===== src/umsr_pkg.sv =====
package umsr_pkg;

  localparam int STORE_BYTES_DEF = 64;
  localparam int WRITE_CHUNK     = 16;
  localparam int CHUNK_W         = $clog2(WRITE_CHUNK);
  localparam int ADDR_W          = 19;
  localparam int CFG_IDX_W       = 3;
  localparam int CFG_DATA_W      = 7;

  // smallest closing sysex that carries a full write chunk
  localparam int WRITE_MIN_LEN   = 6 + 2 * WRITE_CHUNK;
  localparam int ERASE_MIN_LEN   = 6;
  localparam int FRAME_MIN_LEN   = 3;

  // usb-midi code indices
  localparam logic [3:0] CIN_SYSEX_CONT = 4'h4;
  localparam logic [3:0] CIN_SYSEX_END1 = 4'h5;
  localparam logic [3:0] CIN_SYSEX_END2 = 4'h6;
  localparam logic [3:0] CIN_SYSEX_END3 = 4'h7;
  localparam logic [3:0] CIN_SINGLE     = 4'hF;

  localparam logic [7:0] SX_HEAD_BYTE = 8'hF0;
  localparam logic [7:0] SX_TAIL_BYTE = 8'hF7;
  localparam logic [7:0] ERASE_KEY0   = 8'h42;
  localparam logic [7:0] ERASE_KEY1   = 8'h24;
  localparam logic [7:0] RT_CLOCK     = 8'hF8;
  localparam logic [7:0] RT_START     = 8'hFA;
  localparam logic [7:0] RT_STOP      = 8'hFC;

  // result actions
  localparam logic [1:0] ACT_REALTIME = 2'd0;
  localparam logic [1:0] ACT_ERASE    = 2'd1;
  localparam logic [1:0] ACT_WRITE    = 2'd2;
  localparam logic [1:0] ACT_RESET    = 2'd3;

  // configuration register indices
  localparam logic [CFG_IDX_W-1:0] REG_MFR_ID    = 3'd0;
  localparam logic [CFG_IDX_W-1:0] REG_ERASE_CMD = 3'd1;
  localparam logic [CFG_IDX_W-1:0] REG_WRITE_CMD = 3'd2;
  localparam logic [CFG_IDX_W-1:0] REG_RESET_CMD = 3'd3;
  localparam logic [CFG_IDX_W-1:0] REG_RT_PASS   = 3'd4;

  localparam logic [6:0] MFR_ID_RST    = 7'd125;
  localparam logic [6:0] ERASE_CMD_RST = 7'd1;
  localparam logic [6:0] WRITE_CMD_RST = 7'd2;
  localparam logic [6:0] RESET_CMD_RST = 7'd3;

  typedef struct packed {
    logic [3:0] code_index;
    logic [7:0] data_a;
    logic [7:0] data_b;
    logic [7:0] data_c;
    logic       last_in_transfer;
  } in_item_t;

  typedef struct packed {
    logic [1:0]        action;
    logic [7:0]        out_byte;
    logic [ADDR_W-1:0] flash_address;
    logic              last_of_run;
  } out_item_t;

  typedef struct packed {
    logic [CFG_IDX_W-1:0]  index;
    logic [CFG_DATA_W-1:0] data;
  } cfg_write_t;

endpackage


===== src/umsr_if.sv =====
interface umsr_in_if import umsr_pkg::*; ();
  logic     valid;
  logic     ready;
  in_item_t data;

  modport source (output valid, output data, input ready);
  modport sink (input valid, input data, output ready);
endinterface

interface umsr_out_if import umsr_pkg::*; ();
  logic      valid;
  logic      ready;
  out_item_t data;

  modport source (output valid, output data, input ready);
  modport sink (input valid, input data, output ready);
endinterface

interface umsr_cfg_if import umsr_pkg::*; ();
  logic       valid;
  logic       ready;
  cfg_write_t data;

  modport source (output valid, output data, input ready);
  modport sink (input valid, input data, output ready);
endinterface


===== src/umsr_ram.sv =====
module umsr_ram #(
  parameter int WIDTH = 8,
  parameter int DEPTH = 64
) (
  input  logic                     clk_i,
  input  logic                     we_i,
  input  logic [$clog2(DEPTH)-1:0] waddr_i,
  input  logic [WIDTH-1:0]         wdata_i,
  input  logic                     re_i,
  input  logic [$clog2(DEPTH)-1:0] raddr_i,
  output logic [WIDTH-1:0]         rdata_o
);

  logic [WIDTH-1:0] mem_q [DEPTH];
  logic [WIDTH-1:0] rdata_q;

  always_ff @(posedge clk_i) begin
    if (we_i) begin
      mem_q[waddr_i] <= wdata_i;
    end
    if (re_i) begin
      rdata_q <= mem_q[raddr_i];
    end
  end

  assign rdata_o = rdata_q;

endmodule


===== src/usb_midi_sysex_command_receiver.sv =====
// USB-MIDI SysEx command receiver. Each input beat is one 4-byte event packet.
// SysEx packets (code index 4..7) are appended to a byte store; a closing packet
// checks the framing (F0, manufacturer id, command, ..., F7) and yields one
// erase result, one reset result, or sixteen write-byte results whose address
// is the 16-byte block offset plus the byte number. Single-byte packets pass
// clock, start and stop realtime bytes when enabled; unknown code indices drop
// the rest of the USB transfer. One packet is worked on at a time. Packets that
// only touch control state are handled in the idle state; a SysEx packet adds
// one store write per byte; a closing packet then reads the five header bytes
// and checks them; a realtime, erase or reset result goes through an emit state
// into the output register once it is free; a write walks the store result by
// result, each data byte taking two reads of the single store read port. A
// result waits in the output register while the next packet is taken.
module usb_midi_sysex_command_receiver import umsr_pkg::*; #(
  parameter int STORE_BYTES = STORE_BYTES_DEF
) (
  input  logic       clk_i,
  input  logic       rst_ni,
  umsr_in_if.sink    in_i,
  umsr_out_if.source out_o,
  umsr_cfg_if.sink   cfg_i
);

  localparam int AW = $clog2(STORE_BYTES);
  localparam int LW = $clog2(STORE_BYTES + 1);

  localparam logic [2:0] S_IDLE   = 3'd0;
  localparam logic [2:0] S_APPEND = 3'd1;
  localparam logic [2:0] S_HDR    = 3'd2;
  localparam logic [2:0] S_DECIDE = 3'd3;
  localparam logic [2:0] S_DATA   = 3'd4;
  localparam logic [2:0] S_EMIT   = 3'd5;

  logic [2:0] state_q, state_d;
  logic [LW-1:0] len_q, len_d;
  logic skip_q, skip_d;
  logic [1:0] cnt_q, cnt_d;
  logic close_q, close_d;
  logic [2:0][7:0] pkt_q, pkt_d;
  logic [7:0] lastb_q, lastb_d;
  logic [1:0] k_q, k_d;
  logic [2:0] hidx_q, hidx_d;
  logic [4:0][7:0] hdr_q, hdr_d;
  logic [CHUNK_W-1:0] i_q, i_d;
  logic [1:0] ph_q, ph_d;
  logic [7:0] hi_q, hi_d;
  out_item_t pend_q, pend_d;
  out_item_t out_item_q, out_next;
  logic out_valid_q, out_load, out_free;

  logic [6:0] mfr_q, erase_q, write_q, reset_q;
  logic rt_q;

  logic mem_we, mem_re;
  logic [AW-1:0] mem_waddr, mem_raddr;
  logic [7:0] mem_wdata, mem_rdata;

  in_item_t in_d;
  logic accept;
  logic [1:0] in_cnt;
  logic [7:0] in_lastb;
  logic [LW:0] fill_sum;
  logic [7:0] st0, st1, st2, st3, st4;
  logic frame_ok;
  logic [14:0] block_base;

  umsr_ram #(
    .WIDTH (8),
    .DEPTH (STORE_BYTES)
  ) u_store (
    .clk_i   (clk_i),
    .we_i    (mem_we),
    .waddr_i (mem_waddr),
    .wdata_i (mem_wdata),
    .re_i    (mem_re),
    .raddr_i (mem_raddr),
    .rdata_o (mem_rdata)
  );

  assign in_d      = in_i.data;
  assign in_i.ready = (state_q == S_IDLE);
  assign accept    = in_i.valid && (state_q == S_IDLE);
  assign cfg_i.ready = 1'b1;
  assign out_o.valid = out_valid_q;
  assign out_o.data  = out_item_q;
  assign out_free  = !out_valid_q || out_o.ready;

  // header bytes are shifted in, so store byte 0 ends up on top
  assign st0 = hdr_q[4];
  assign st1 = hdr_q[3];
  assign st2 = hdr_q[2];
  assign st3 = hdr_q[1];
  assign st4 = hdr_q[0];
  assign block_base = {st3, 7'd0} | {7'd0, st4};

  assign fill_sum = {1'b0, len_q} + (LW+1)'(in_cnt);

  always_comb begin
    in_cnt   = 2'd0;
    in_lastb = in_d.data_c;
    case (in_d.code_index)
      CIN_SYSEX_CONT: in_cnt = 2'd3;
      CIN_SYSEX_END1: begin
        in_cnt   = 2'd1;
        in_lastb = in_d.data_a;
      end
      CIN_SYSEX_END2: begin
        in_cnt   = 2'd2;
        in_lastb = in_d.data_b;
      end
      CIN_SYSEX_END3: in_cnt = 2'd3;
      default: in_cnt = 2'd0;
    endcase
  end

  assign frame_ok = (len_q >= LW'(FRAME_MIN_LEN)) && (st0 == SX_HEAD_BYTE) &&
                    (lastb_q == SX_TAIL_BYTE) && (st1 == {1'b0, mfr_q});

  always_comb begin
    state_d  = state_q;
    len_d    = len_q;
    skip_d   = skip_q;
    cnt_d    = cnt_q;
    close_d  = close_q;
    pkt_d    = pkt_q;
    lastb_d  = lastb_q;
    k_d      = k_q;
    hidx_d   = hidx_q;
    hdr_d    = hdr_q;
    i_d      = i_q;
    ph_d     = ph_q;
    hi_d     = hi_q;
    pend_d   = pend_q;
    out_load = 1'b0;
    out_next = pend_q;
    mem_we    = 1'b0;
    mem_waddr = AW'(len_q + LW'(k_q));
    mem_wdata = pkt_q[0];
    mem_re    = 1'b0;
    mem_raddr = '0;

    case (k_q)
      2'd0:    mem_wdata = pkt_q[0];
      2'd1:    mem_wdata = pkt_q[1];
      default: mem_wdata = pkt_q[2];
    endcase

    case (state_q)
      S_IDLE: begin
        if (accept) begin
          if (skip_q) begin
            if (in_d.last_in_transfer) begin
              skip_d = 1'b0;
            end
          end else begin
            if (in_cnt == 2'd0) begin
              len_d = '0;
            end
            if (in_cnt != 2'd0) begin
              if (fill_sum > (LW+1)'(STORE_BYTES)) begin
                len_d = '0;
              end else begin
                cnt_d   = in_cnt;
                close_d = (in_d.code_index != CIN_SYSEX_CONT);
                pkt_d   = {in_d.data_c, in_d.data_b, in_d.data_a};
                lastb_d = in_lastb;
                k_d     = 2'd0;
                state_d = S_APPEND;
              end
            end else if (in_d.code_index == CIN_SINGLE) begin
              if (rt_q && (in_d.data_a == RT_CLOCK || in_d.data_a == RT_START ||
                           in_d.data_a == RT_STOP)) begin
                pend_d.action        = ACT_REALTIME;
                pend_d.out_byte      = in_d.data_a;
                pend_d.flash_address = '0;
                pend_d.last_of_run   = 1'b1;
                state_d = S_EMIT;
              end
            end else if (!in_d.last_in_transfer) begin
              skip_d = 1'b1;
            end
          end
        end
      end
      S_APPEND: begin
        mem_we = 1'b1;
        if (k_q == cnt_q - 2'd1) begin
          len_d = len_q + LW'(cnt_q);
          if (close_q) begin
            hidx_d  = 3'd0;
            state_d = S_HDR;
          end else begin
            state_d = S_IDLE;
          end
        end else begin
          k_d = k_q + 2'd1;
        end
      end
      S_HDR: begin
        // read bytes 0..4, each captured in the cycle after its read
        if (hidx_q != 3'd5) begin
          mem_re    = 1'b1;
          mem_raddr = AW'(hidx_q);
        end
        if (hidx_q != 3'd0) begin
          hdr_d = {hdr_q[3:0], mem_rdata};
        end
        hidx_d = hidx_q + 3'd1;
        if (hidx_q == 3'd5) begin
          state_d = S_DECIDE;
        end
      end
      S_DECIDE: begin
        len_d   = '0;
        state_d = S_IDLE;
        pend_d.out_byte      = '0;
        pend_d.flash_address = '0;
        pend_d.last_of_run   = 1'b1;
        if (frame_ok) begin
          if (st2 == {1'b0, erase_q}) begin
            if (len_q >= LW'(ERASE_MIN_LEN) && st3 == ERASE_KEY0 && st4 == ERASE_KEY1) begin
              pend_d.action = ACT_ERASE;
              state_d = S_EMIT;
            end
          end else if (st2 == {1'b0, write_q}) begin
            if (len_q >= LW'(WRITE_MIN_LEN)) begin
              i_d     = '0;
              ph_d    = 2'd0;
              state_d = S_DATA;
            end
          end else if (st2 == {1'b0, reset_q}) begin
            pend_d.action = ACT_RESET;
            state_d = S_EMIT;
          end
        end
      end
      S_DATA: begin
        case (ph_q)
          2'd0: begin
            mem_re    = 1'b1;
            mem_raddr = AW'({i_q, 1'b0}) + AW'(5);
            ph_d      = 2'd1;
          end
          2'd1: begin
            hi_d      = mem_rdata;
            mem_re    = 1'b1;
            mem_raddr = AW'({i_q, 1'b0}) + AW'(6);
            ph_d      = 2'd2;
          end
          default: begin
            // low byte stays on the read port until the output frees up
            if (out_free) begin
              out_load               = 1'b1;
              out_next.action        = ACT_WRITE;
              out_next.out_byte      = {hi_q[3:0], 4'd0} | mem_rdata;
              out_next.flash_address = {block_base, i_q};
              out_next.last_of_run   = (i_q == CHUNK_W'(WRITE_CHUNK - 1));
              ph_d = 2'd0;
              if (i_q == CHUNK_W'(WRITE_CHUNK - 1)) begin
                state_d = S_IDLE;
              end else begin
                i_d = i_q + CHUNK_W'(1);
              end
            end
          end
        endcase
      end
      S_EMIT: begin
        if (out_free) begin
          out_load = 1'b1;
          state_d  = S_IDLE;
        end
      end
      default: state_d = S_IDLE;
    endcase
  end

  always_ff @(posedge clk_i or negedge rst_ni) begin
    if (!rst_ni) begin
      state_q     <= S_IDLE;
      len_q       <= '0;
      skip_q      <= 1'b0;
      out_valid_q <= 1'b0;
      mfr_q       <= MFR_ID_RST;
      erase_q     <= ERASE_CMD_RST;
      write_q     <= WRITE_CMD_RST;
      reset_q     <= RESET_CMD_RST;
      rt_q        <= 1'b0;
    end else begin
      state_q <= state_d;
      len_q   <= len_d;
      skip_q  <= skip_d;
      if (out_load) begin
        out_valid_q <= 1'b1;
      end else if (out_o.ready) begin
        out_valid_q <= 1'b0;
      end
      if (cfg_i.valid) begin
        case (cfg_i.data.index)
          REG_MFR_ID:    mfr_q   <= cfg_i.data.data;
          REG_ERASE_CMD: erase_q <= cfg_i.data.data;
          REG_WRITE_CMD: write_q <= cfg_i.data.data;
          REG_RESET_CMD: reset_q <= cfg_i.data.data;
          REG_RT_PASS:   rt_q    <= cfg_i.data.data[0];
          default: ;
        endcase
      end
    end
  end

  always_ff @(posedge clk_i) begin
    cnt_q   <= cnt_d;
    close_q <= close_d;
    pkt_q   <= pkt_d;
    lastb_q <= lastb_d;
    k_q     <= k_d;
    hidx_q  <= hidx_d;
    hdr_q   <= hdr_d;
    i_q     <= i_d;
    ph_q    <= ph_d;
    hi_q    <= hi_d;
    pend_q  <= pend_d;
    if (out_load) begin
      out_item_q <= out_next;
    end
  end

endmodule

===== src/flat_wrapper.sv =====
// flat-port wrapper written by rule: the top's interface ports become plain ports
module usb_midi_sysex_command_receiver_flat import umsr_pkg::*;
#(
  parameter int STORE_BYTES = STORE_BYTES_DEF
)
  (clk_i, rst_ni, in_i_valid, in_i_data, in_i_ready, out_o_valid, out_o_data, out_o_ready, cfg_i_valid, cfg_i_data, cfg_i_ready);
  umsr_in_if in_i_i ();
  umsr_out_if out_o_i ();
  umsr_cfg_if cfg_i_i ();
  input  logic clk_i;
  input  logic rst_ni;
  input wire logic [$bits(in_i_i.valid)-1:0] in_i_valid;
  input wire logic [$bits(in_i_i.data)-1:0] in_i_data;
  output wire logic [$bits(in_i_i.ready)-1:0] in_i_ready;
  output wire logic [$bits(out_o_i.valid)-1:0] out_o_valid;
  output wire logic [$bits(out_o_i.data)-1:0] out_o_data;
  input wire logic [$bits(out_o_i.ready)-1:0] out_o_ready;
  input wire logic [$bits(cfg_i_i.valid)-1:0] cfg_i_valid;
  input wire logic [$bits(cfg_i_i.data)-1:0] cfg_i_data;
  output wire logic [$bits(cfg_i_i.ready)-1:0] cfg_i_ready;
  assign in_i_i.valid = in_i_valid;
  assign in_i_i.data = in_i_data;
  assign in_i_ready = in_i_i.ready;
  assign out_o_valid = out_o_i.valid;
  assign out_o_data = out_o_i.data;
  assign out_o_i.ready = out_o_ready;
  assign cfg_i_i.valid = cfg_i_valid;
  assign cfg_i_i.data = cfg_i_data;
  assign cfg_i_ready = cfg_i_i.ready;
  usb_midi_sysex_command_receiver #(.STORE_BYTES(STORE_BYTES)) u_core (.clk_i(clk_i), .rst_ni(rst_ni), .in_i(in_i_i), .out_o(out_o_i), .cfg_i(cfg_i_i));
endmodule

===== config.mk =====
export PLATFORM = sky130hd
export DESIGN_NAME = usb_midi_sysex_command_receiver_flat
export DESIGN_NICKNAME = d
export VERILOG_FILES = /design/src/umsr_pkg.sv /design/src/umsr_if.sv /design/src/umsr_ram.sv /design/src/usb_midi_sysex_command_receiver.sv /design/src/flat_wrapper.sv
export SDC_FILE = /design/constraint.sdc
export NUM_CORES = 1
export LEC_CHECK = 0
export ABC_CLOCK_PERIOD_IN_PS = 13720
export BUFFER_PORTS_ARGS = -buffer_cell sky130_fd_sc_hd__buf_2
export CORE_ASPECT_RATIO = 0.6
export CORE_MARGIN = 4
export CORE_UTILIZATION = 40
export DETAILED_ROUTE_END_ITERATION = 12
export HOLD_SLACK_MARGIN = 0.1
export PLACE_DENSITY = 0.56
export SYNTH_ARGS = -nofsm -noshare
export SYNTH_HDL_FRONTEND = slang
export SYNTH_SLANG_ARGS = --single-unit

===== constraint.sdc =====
create_clock -name clk_i -period 13.72 [get_ports clk_i]
set_input_delay 0 -clock clk_i [delete_from_list [all_inputs] [get_ports clk_i]]
set_output_delay 0 -clock clk_i [all_outputs]
set_load 0.005 [all_outputs]

Yosys cells after proc, flatten, opt, wreduce, memory -nomap -nowiden
Memories as Yosys holds them, arrays and structs flattened. A register that Yosys moved wholly into a read port is not among the register bits. Index checks and enable logic that the tools add are counted.

Bits of input ports: 44. Word-level logic and storage cells: 239. Bits in writable memories: 512. Bits in registers: 191. Memories kept: 1. Output and inout bits: 33.

Memory list: u_core.u_store.mem_q (words 64, width 8, rd ports 1, clocked after memory_dff 1, wr ports 1, RTL line umsr_ram.sv:14) `logic [WIDTH-1:0] mem_q [DEPTH];`.

Bitwise logic cells: 4. Add/sub/neg operators: 9. Mux-type cells: 86. Equal/unequal tests: 59. $lt $le $gt $ge: 4. Reduce and logical (&&, ||, !) cells: 43.

Operators by type and width (count): 30-bit two-way mux (8); 3-bit two-way mux (21); 30-bit case mux with 2 select lines (1); 7-bit two-way mux (6); 8-bit == test (second input constant) (5); 8-bit by 7-bit == test with 1-bit output (4); 2-bit two-way mux (16); 8-bit case mux with 2 select lines (2); 4-bit two-way mux (7); 2-bit by 1-bit != test with 1-bit output (second input constant) (13); 6-bit case mux with 2 select lines (2); 7-bit case mux with 3 select lines (1); 3-bit case mux with 6 select lines (1); 6-bit AND reduction (3); 4-bit by 3-bit == test with 1-bit output (second input constant) (4); 2-bit AND reduction (8); 15-bit by 8-bit bitwise OR with 15-bit output (1); 2-bit != test (second input constant) (7); 1-bit two-way mux (13); 5-bit by 3-bit adder with 6-bit output (second input constant) (2); 3-bit by 2-bit == test with 1-bit output (second input constant) (4); 3-bit == test (second input constant) (4); 2-bit case mux with 2 select lines (3); 2-bit nonzero test (6); other kinds (41) (63).

Logic depth before layout (Yosys ltp)
Depth after elaboration: 10. Gate-level depth with buffers: 14. Depth with buffers taken out: 12.

By module
A second synthesis with hierarchy kept.

Cell total of the unflattened synthesis: 1601. Area total of the unflattened synthesis: 28159.5 um^2.

Modules (own cells, without submodules): umsr_ram (times used 1, area an instance 20270.7 um^2, sequential area each 15615.0 um^2, cells each 972); usb_midi_sysex_command_receiver (times used 1, area an instance 7888.8 um^2, sequential area each 4942.2 um^2, cells each 629).

Least setup slack after synthesis
Ideal clock, no wire load.

Path type: input-to-reg. From: input in_i_data[28]. To: register u_core.k_q[0], enable pin. Setup time: 315 ps. Path slack: 7770 ps. Required time: 13405 ps. Stages on the path: 12. Arrival: 5634 ps. Path buffers: 2. Cell sequence: nand2b_1 > clkbuf_1 > clkbuf_1 > a21oi_1 > ha_1 > inv_1 > fa_1 > a31oi_1 > o21ai_0 > nand3_1 > nor4_1 > o21bai_1.

Cells in the longest elaborated chain, start to end: 7. Elaborated cells on any way between the ends: 12. Those cells by class: 1 x add/sub; 1 x order compare; 6 x eq/ne; 1 x mux; 3 x reduce/logical.

Ends and longest elaborated chain: from (decl) (RTL line flat_wrapper.sv:13) `input wire logic [$bits(in_i_i.data)-1:0] in_i_data;`; 4-bit by 3-bit == test with 1-bit output (RTL line usb_midi_sysex_command_receiver.sv:101) `case (in_d.code_index)`; 2-bit OR reduction (no source line); 2-bit case mux with 3 select lines * (RTL line usb_midi_sysex_command_receiver.sv:101); net u_core.in_cnt[0] (RTL line usb_midi_sysex_command_receiver.sv:60) `logic [1:0] in_cnt;`; 7-bit by 2-bit adder with 8-bit output (RTL line usb_midi_sysex_command_receiver.sv:96) `assign fill_sum = {1'b0, len_q} + (LW+1)'(in_cnt);`; 8-bit by 7-bit greater-than comparator with 1-bit output (RTL line usb_midi_sysex_command_receiver.sv:160) `if (fill_sum > (LW+1)'(STORE_BYTES)) begin`; 2-bit != test (no source line); 6-bit AND reduction (no source line) *; to (signal assigned) (RTL line usb_midi_sysex_command_receiver.sv:316) `k_q <= k_d;`; to (decl) (RTL line usb_midi_sysex_command_receiver.sv:41) `logic [1:0] k_q, k_d;`.

The timed path passes the listed nets; every way through them passes the cells marked *. A chain may end at the register's enable or synchronous reset.

Worst setup path in the final report
From: register u_core.state_q[0]. To: register u_core.u_store.rdata_q[3], in the netlist u_core.u_store.rdata_o[3] (read register of u_core.u_store.mem_q), data pin.

Cells in the longest elaborated chain, start to end: 2. Elaborated cells on any way between the ends: 4. Those cells by class: 2 x eq/ne; 2 x mux.

Ends and longest elaborated chain: from (decl) (RTL line usb_midi_sysex_command_receiver.sv:34) `logic [2:0] state_q, state_d;`; from (signal assigned) (RTL line usb_midi_sysex_command_receiver.sv:290) `state_q <= state_d;`; 3-bit == test / 3-bit by 2-bit == test with 1-bit output (equally long branches) (RTL line usb_midi_sysex_command_receiver.sv:148) `case (state_q)`; 6-bit case mux with 2 select lines / 1-bit case mux with 2 select lines (equally long branches) (RTL line usb_midi_sysex_command_receiver.sv:148); to (decl) (RTL line umsr_ram.sv:15) `logic [WIDTH-1:0] rdata_q;`.

Several ways; a longest one is shown, not always the timed one.

==> flow_summary.json <==
{
  "outcome": "finished, final reports clean",
  "num_vias": 14527,
  "path_clk_slew_ns": 0.07,
  "synth_area_leaders": "edfxtp_1, mux4_2, dfrtp_1",
  "crit_fanout": 41,
  "grt_pass1_vias": 14144,
  "final-max-slew-violation-count": 0,
  "rsz0062_at_grt": "no",
  "grt_util_all_layers_pct": 19.6,
  "crit_chain": "nor3b_4 > a32o_4 > buf_4 > mux4_2 > a211oi_1 > a21oi_1 > and3_1",
  "wirelength_mm": 66.9,
  "ys_seq_elements": 623,
  "nFillCells": 5422,
  "synthFlopType": "edfxtp_1",
  "postLayoutCellArea_um2": 28900,
  "drc": 0,
  "fp.dieW_um": 333,
  "regArea_um2": 18500,
  "clockPowerShare_pct": 28.7,
  "cap_viol_max_count": 0,
  "drtAntennaViolNets": 0,
  "core-area_um2": 62700,
  "die_y_um": 203,
  "multiInputGateArea_um2": 6460,
  "ios": 77,
  "combinationalPowerShare_pct": 26.4,
  "worst_pin_slew_ns": 1.27,
  "dieArea_um2": 67600,
  "drt_iter0_markers": 1714,
  "tritoncts": "yes",
  "netSwitchingFraction_pct": 31.9,
  "holdCritPathClass": "in2async",
  "grt_max_degree": 122,
  "synthesis.nets": 1643,
  "yosysTopAreaCell": "edfxtp_1",
  "cp_slowest_cell": "a211oi_1",
  "cts_made_buffers": 56,
  "powerDensity_nw_per_um2": 189,
  "cts_root_buffer": "clkbuf_16",
  "port-buffer-count": 75,
  "fin_crit_ns": 4.37,
  "start_util_pct": 40.4,
  "htree_levels": 2,
  "crit_type": "reg2reg",
  "cts_setup_buffers": 0,
  "final_cells": 2592,
  "p_switching_w": 0.00174,
  "finalSetupViolCount": 0,
  "finalNetCount": 1769,
  "wl_met1_mm": 33.2,
  "async_reset_ff_share_pct": 6.58,
  "synth_edf_count": 582,
  "synth.distinct_cells": 71,
  "rows": 71,
  "internal_power_w": 0.00372,
  "met2_wirelength_mm": 26.4,
  "end_kind": "register",
  "syn_avg_cell_area_um2": 16.0,
  "antenna_found_initial": 3,
  "place_hpwl_mm": 44.2,
  "top_layer_used": "met4",
  "critPathMaxStageDelay_ns": 0.98,
  "placed_cell_area_um2": 26600,
  "drive_above_1_share_pct": 17.2,
  "cts_repair_resize_count": 0,
  "p_seq_share_pct": 44.9,
  "gp_congestion": 0.841,
  "fin_setup_tns_ns": 0,
  "dr_wl_met3_mm": 6.37,
  "ir_drop_mv": 0.133,
  "dp_cells": 2440,
  "critPathRequiredTime_ns": 14.08,
  "hold_violations": 0,
  "timing.final.crit_share_pct": 31.9,
  "syn_area_um2": 25400,
  "grt_pass1_wl_mm": 98.4,
  "syn_inst": 1581,
  "cp-start-kind": "register",
  "slew_headroom_pct": 15.5,
  "wl_per_cell_um": 25.8,
  "drt_first_pass_iters": 6,
  "synth_top_area_share_pct": 68.9,
  "viasPerCell": 5.60,
  "area_delta_synth_final_pct": 14.0,
  "power_leakage_nw": 9.60,
  "cp.arrival_ns": 4.73,
  "synth_seq_area_share_pct": 73.0,
  "finClkSkew_ns": 0.0309,
  "worst_skew_pair.late_latency_ns": 0.61,
  "clockBufferDepth": 3,
  "yosysWarnings": 0,
  "fmax_mhz": 229,
  "clkSinkCount": 623,
  "grt_overflow_total": 0
}
[final timing paths]
check,from,end,slack (ns),depth (start not counted)
worst max-delay path,u_core.state_q[0],u_core.u_store.rdata_o[3],9.35,7
worst min-delay path,rst_ni,u_core.skip_q,0.14,2
worst max register to register,u_core.state_q[0],u_core.u_store.rdata_o[3],9.35,7
worst min register to register,u_core.st1[5],u_core.st0[5],0.48,0
max in group asynchronous,rst_ni,u_core.mfr_q[1],12.93,2
min in group clk_i,in_i_data[13],u_core.pkt_q[12],0.14,2
[cell usage in the layout (no fill, tap or decap), types with 26 or more instances in the layout]
| master | count |
|---|---|
| edfxtp_1 | 582 |
| nand2_1 | 153 |
| nor2_1 | 110 |
| buf_2 | 75 |
| a21oi_1 | 70 |
| mux4_2 | 64 |
| clkbuf_16 | 57 |
| mux2i_1 | 48 |
| dlygate4sd3_1 | 48 |
| nand3_1 | 37 |
| and2_1 | 33 |
| mux2_2 | 33 |
| dfrtp_1 | 31 |
| o21ai_0 | 30 |
| o22ai_1 | 29 |
| xor2_1 | 28 |
| a22oi_1 | 26 |
[worst max-delay path: cells and delay by family (launching register included)]
kind	cells	cell delay, ns
multiplexers	1	0.43
AO/OA/AOI/OAI	3	1.72
flip-flops	1	0.56
buffers and inverters	1	0.65
AND/OR/NAND/NOR	2	0.75
[synthesized netlist by cell type (all sizes together) (31+ instances only)]
master,instances
a21oi,71
and2,34
buf,35
clkbuf,37
dfrtp,31
edfxtp,582
mux2,33
mux2i,48
mux4,64
nand2,161
nand3,37
nor2,111
o21ai,31
[routing by layer]
metal / vias up / global-route usage, %
li1: 6373 / -
met1: 7513 / 32.7
met3: 71 / 5.09
met4: 0 / 3.42
met2: 570 / 25.4
met5: - / 0
[what timing repair did]
action,in CTS,in global routing
setup endpoints to repair,0,0
hold buffers,48,0
endpoints found under the hold margin,121,0
[cell families (layout without fill, tap and decap cells)]
kind of cell / after synthesis / count (layout) / share of synthesized area (%)
flops: 623 / 623 / 73.0
compound gates: 228 / 228 / 5.77
xor+xnor: 42 / 42 / 1.45
other cells: 1 / 2 / 0.0148
fa+ha+maj: 18 / 18 / 0.977
simple gates: 429 / 429 / 7.97
mux: 145 / 145 / 9.04
buf+inv: 95 / 266 / 1.76
[registers in the layout, indices dropped and copies added, names as in the netlist, 8 cells and up]
| name | count |
|---|---|
| u_core.lastb_q | 8 |
| u_core.out_o.data | 30 |
| u_core.pend_q | 10 |
| u_core.pkt_q | 24 |
| u_core.st0 | 8 |
| u_core.st1 | 8 |
| u_core.st2 | 8 |
| u_core.st3 | 8 |
| u_core.st4 | 8 |
| u_core.u_store.mem_q | 444 |
| u_core.u_store.rdata_o | 8 |
[power by group through the flow]
stage / clock network [W] / registers (W) / logic [W]
final: 0.00157 / 0.00245 / 0.00144
after CTS: 0.00159 / 0.00245 / 0.00143
after floorplan: 0 / 0.00244 / 0.000931
after detailed placement: 0 / 0.00249 / 0.00142
after global placement: 0 / 0.00249 / 0.00140
after global routing: 0.00168 / 0.00246 / 0.00155
[per-stage QoR]
stage	total power, W	hold slack (ns)	worst slack (ns)	utilization, %
3_3_place_gp	0.00389	0.191	9.58	42.5
4_1_cts	0.00548	0.104	9.54	46.1
2_1_floorplan	0.00337	-0.296	7.77	-
3_5_place_dp	0.00391	0.192	9.55	42.5
5_1_grt	0.00569	0.121	9.28	46.1
6_report	0.00546	0.135	9.35	46.1
[final cells by class]
| cell class | count | share of cell area, % |
|---|---|---|
| clock buffer | 69 | 5.09 |
| timing repair buffer | 140 | 3.45 |
| inverter | 23 | 0.299 |
| tap | 839 | 3.63 |
| clock inverter | 34 | 1.09 |
| sequential | 623 | 64.1 |
| multi-input combinational | 863 | 22.4 |
| antenna | 1 | 0.00866 |
No activity file was read; power rests on OpenSTA's default activity.
